### src/rtl/bfbp_pkg.sv
// Shared types and constants for the best-fit block pool.
`timescale 1ns / 1ps
package bfbp_pkg;
	localparam int ADDR_W = 64;
	localparam int SIZE_W = 48;
	localparam int BYTES_W = 54;
	localparam int CFG_W = 13;
	localparam logic [CFG_W-1:0] MIN_SIZE_RESET = 13'd128;

	typedef enum logic [1:0] {
		OP_ALLOC   = 2'd0,
		OP_RELEASE = 2'd1,
		OP_PURGE   = 2'd2,
		OP_NONE    = 2'd3
	} op_t;

	typedef enum logic [2:0] {
		ST_REUSED  = 3'd0,
		ST_NEW     = 3'd1,
		ST_RELEASED = 3'd2,
		ST_DOUBLE  = 3'd3,
		ST_UNKNOWN = 3'd4,
		ST_FULL    = 3'd5,
		ST_PURGED  = 3'd6
	} status_t;

	typedef enum logic [2:0] {
		S_IDLE,
		S_READ,
		S_EVAL,
		S_FINISH,
		S_DONE
	} state_t;

	// Compare results from the shared entry unit.
	typedef struct packed {
		logic eq_size;
		logic fits;
		logic smaller;
		logic eq_addr;
	} cmp_t;
endpackage

### src/rtl/bfbp_cmp.sv
// Shared compare unit for one table entry against the current request.
`timescale 1ns / 1ps
module bfbp_cmp
	import bfbp_pkg::*;
(
	input  logic [SIZE_W-1:0] entry_size,
	input  logic [ADDR_W-1:0] entry_addr,
	input  logic [SIZE_W-1:0] req,
	input  logic [SIZE_W-1:0] best_size,
	input  logic [ADDR_W-1:0] key_addr,
	output cmp_t              cmp
);
	logic [SIZE_W:0] twice;
	assign twice = {req, 1'b0};
	always_comb begin
		cmp.eq_size = (entry_size == req);
		cmp.fits = (entry_size > req) && ({1'b0, entry_size} < twice);
		cmp.smaller = (entry_size < best_size);
		cmp.eq_addr = (entry_addr == key_addr);
	end
endmodule
### config.mk
export PLATFORM = sky130hd
export DESIGN_NAME = bfbp_cmp
export DESIGN_NICKNAME = d
export VERILOG_FILES = /design/src/rtl/bfbp_pkg.sv /design/src/rtl/bfbp_cmp.sv
export SDC_FILE = /design/constraint.sdc
export NUM_CORES = 1
export LEC_CHECK = 0
export ABC_AREA = 1
export BUFFER_PORTS_ARGS = -buffer_cell sky130_fd_sc_hd__buf_2
export CORE_AREA = 2 2 106 108
export DETAILED_ROUTE_END_ITERATION = 10
export DIE_AREA = 0 0 108 110
export MAX_ROUTING_LAYER = met4
export PLACE_DENSITY = 0.76
export SLEW_MARGIN = 10
export SYNTH_ARGS = -nofsm -noshare
export SYNTH_HDL_FRONTEND = slang
export SYNTH_SLANG_ARGS = --single-unit
### constraint.sdc
create_clock -name vclk -period 1.4
set_input_delay 0.07 -clock vclk [all_inputs]
set_output_delay 0.07 -clock vclk [all_outputs]
set_load 0.02 [all_outputs]
### Yosys cells after proc, flatten, opt, wreduce, memory -nomap -nowiden

Cells that the tools add are included.

| cells by class | value |
|---|---|
| equal/unequal tests | 2 |
| $lt $le $gt $ge | 3 |
| reduce and logical (&&, ||, !) cells | 1 |

Operators with widths:

| cell | count |
|---|---|
| 64-bit == test | 1 |
| 48-bit by 49-bit less-than comparator with 1-bit output | 1 |
| 48-bit == test | 1 |
| 48-bit > comparator | 1 |
| 48-bit less-than comparator | 1 |
| 1-bit logical AND | 1 |

| storage, ports and cells | value |
|---|---|
| bits in registers | 0 |
| output and inout port bits | 4 |
| logic and storage cells | 6 |

### Depth between registers and ports, before layout

| logic depth | value |
|---|---|
| depth in word-level cells | 2 |
| mapped depth | 14 |

### Worst setup path before layout

OpenSTA, ideal clock, no wires.

| timing path | value |
|---|---|
| kind | input-to-output |
| start | input port req[31] |
| end | output port cmp[2] (netlist bit) |
| path buffers | 0 |
| data arrival time | 1.251 ns |
| cell stages on the path | 10 |
| path slack | 0.079 ns |
| cell sequence | inv_1 ha_1 nand2_1 nor2_2 nand2_2 nor2_2 nand2_1 a21oi_2 nor2_1 nor2_1 |

RTL lines:

| item | line | RTL |
|---|---|---|
| from (decl) | bfbp_cmp.sv:8 | `input logic [SIZE_W-1:0] req,` |
| to (decl) | bfbp_cmp.sv:11 | `output cmp_t cmp` |

==> results.cfg <==
[outcome]
outcome = finished with violations
violations = setup timing

[timing]
worstMarginPinSlew_ns = 0.281
grt_setup_unrepaired = yes
fmax_ghz = 0.659
drv_slew = 0
maxSlewHeadroom_pct = 81.1
post-route-period-util_pct = 108
fin_crit_ns = 1.52
hold_violations = 0
setup_slack_ns = -0.117
setup_viol = 3

[synthesis]
syn_inst = 724
yosysTopAreaCell = ha_1
yosysSeqAreaShare_pct = 0
netlist.area_leader.share_pct = 39.0
yosys_warnings = 0
ys_top_cells_by_area = ha_1 (39%), nand2_1 (15%), inv_1 (12%)
synth_area_sq_um = 4520
synthDistinctLibCells = 25
synth_area_per_cell_sq_um = 6.24
syn-num-nets = 1137

[worst_setup_path]
path_class = input pin to output port
critPathCaptureType = output port
start_kind = input pin
cp_common_cell = buf_6
slowest_stage = ha_1
critPathMaxStageDelay_ns = 0.30
worstPathArrival_ns = 1.45
crit_chain = buf_4 -> ha_1 -> nand2_2 -> nor2_2 -> nand2_2 -> nor2_4 -> nand3_2 -> buf_6 -> buf_6 -> inv_2 -> buf_6
cp.required_ns = 1.33
path_max_fanout = 3

[global_route]
grt_max_degree = 4
busiest_layer = met2
grt_usage_pct = 25.9
use_met3_pct = 3.17
grt_pass1_wl_um = 24500
use_met2_pct = 45.9
grt_pass1_vias = 5449
met1_usage_pct = 32.1
grt.overflow.total = 0
antenna_found_initial = 0

[pwr]
p_seq_share_pct = 0
switching_share_pct = 50.6
power_frac_comb_pct = 100.0
internal_power_w = 0.00111
p_leak_nw = 4.06
peakVddDrop_mv = 0.186
p_per_area_nw_per_um2 = 298
p_switching_w = 0.00114
clockPowerShare_pct = 0

[routing]
vias = 5633
first_iter_violations = 240
vias_per_cell = 4.85
first_pass_iters = 5
drc_errors = 0
avgRoutedWirePerCell_um = 14.2
drt-total-wl_um = 16500
antenna_left = 0

[floorplan]
chipHeight_um = 110
start_util_pct = 42.3
core_sq_um = 10700
placementRows = 38
io_pins = 276
die_area_sq_um = 11900
die_x_um = 108

[place]
dpl.hpwl_um = 13000
pre_cts_ws_ns = -0.184
dp_cells = 1156
gp_congestion = 0.873
port_buffers = 276

[min_path]
holdCritPathClass = input pin to output port

[finish]
regArea_sq_um = 0
final_cell_mix = buf_2 (253), nand2_1 (148), inv_1 (111)
final_common_cell = buf_2
drive_gt1_share_pct = 47.8
nNetsFinal = 1436
syn_to_final_growth_pct = 66.7
num-clock-buffers = 0
finalNonFillerCells = 1162
seq_cells = 0

[clocking]
hold_buffers = 0

[flow_run]
maxCapViolCount = 0
what timing repair did:
| action | CTS | global route |
|---|---|---|
| buffers inserted | 1 | 4 |
| gates resized for setup | 144 | 94 |
| pin swaps | 51 | 41 |
| cloned | 0 | 0 |
| endpoints found under the setup margin | 3 | 3 |
cell families after synthesis:
logic type / after synthesis / share of synthesized area [%]
and+or+nand+nor: 297 / 28.3
adders and majority gates: 141 / 39.0
buffers and inverters: 148 / 12.3
AOI/OAI and AO/OA: 87 / 10.5
xor gates and xnor gates: 51 / 9.88
worst max-delay path: cells and delay by family:
family	cells	cell delay, ns
buf+inv	5	0.52
simple gates	5	0.55
fa+ha+maj	1	0.30
through the flow:
step	utilization, %	area [sq um]	total power (W)	setup TNS (ns)	hold slack (ns)
floorplan	-	4520	0.000945	0	0.421
detailed placement	57.9	6200	0.00168	-0.362	0.653
global placement	57.9	6200	0.00164	-0.298	0.655
finish	70.4	7530	0.00225	-0.291	0.648
CTS	65.4	7000	0.00197	-0.108	0.654
global route	70.4	7530	0.00252	-0.606	0.689
cell type report:
class / instances / area (sq um)
inverter: 148 / 573
timing repair buffer: 297 / 1670
antenna: 1 / 2.50
fill: 891 / 3160
multi-input combinational: 576 / 5120
tap: 140 / 175
power groups by stage:
stage | sequential [W] | combinational (W) | clock [W]
finish | 0 | 0.00225 | 0.0000000000961
global placement | 0 | 0.00164 | 0
floorplan | 0 | 0.000945 | 0
CTS | 0 | 0.00197 | 0
global route | 0 | 0.00252 | 0
detailed placement | 0 | 0.00168 | 0
final timing paths:
check,from,endpoint,depth (start not counted)
setup / recovery,entry_size[38],cmp[3],11
hold / removal,key_addr[55],cmp[0],7
Yosys cell counts (8+ instances only):
master and count:
nor2_2 8, nor2_1 42, a21oi_1 58, o21ai_0 8, xor2_1 24, nor3_1 14
inv_1 144, xnor2_1 27, ha_1 141, nand2_1 181, nand3_1 20, nand4_1 10
per-layer routing:
| metal | wire length, um | up-vias |
|---|---|---|
| li1 | - | 2921 |
| met4 | 306 | 0 |
| met5 | 0 | - |
| met3 | 1130 | 28 |
| met1 | 6950 | 2494 |
| met2 | 8100 | 190 |
(Power assumes the default switching activity.)
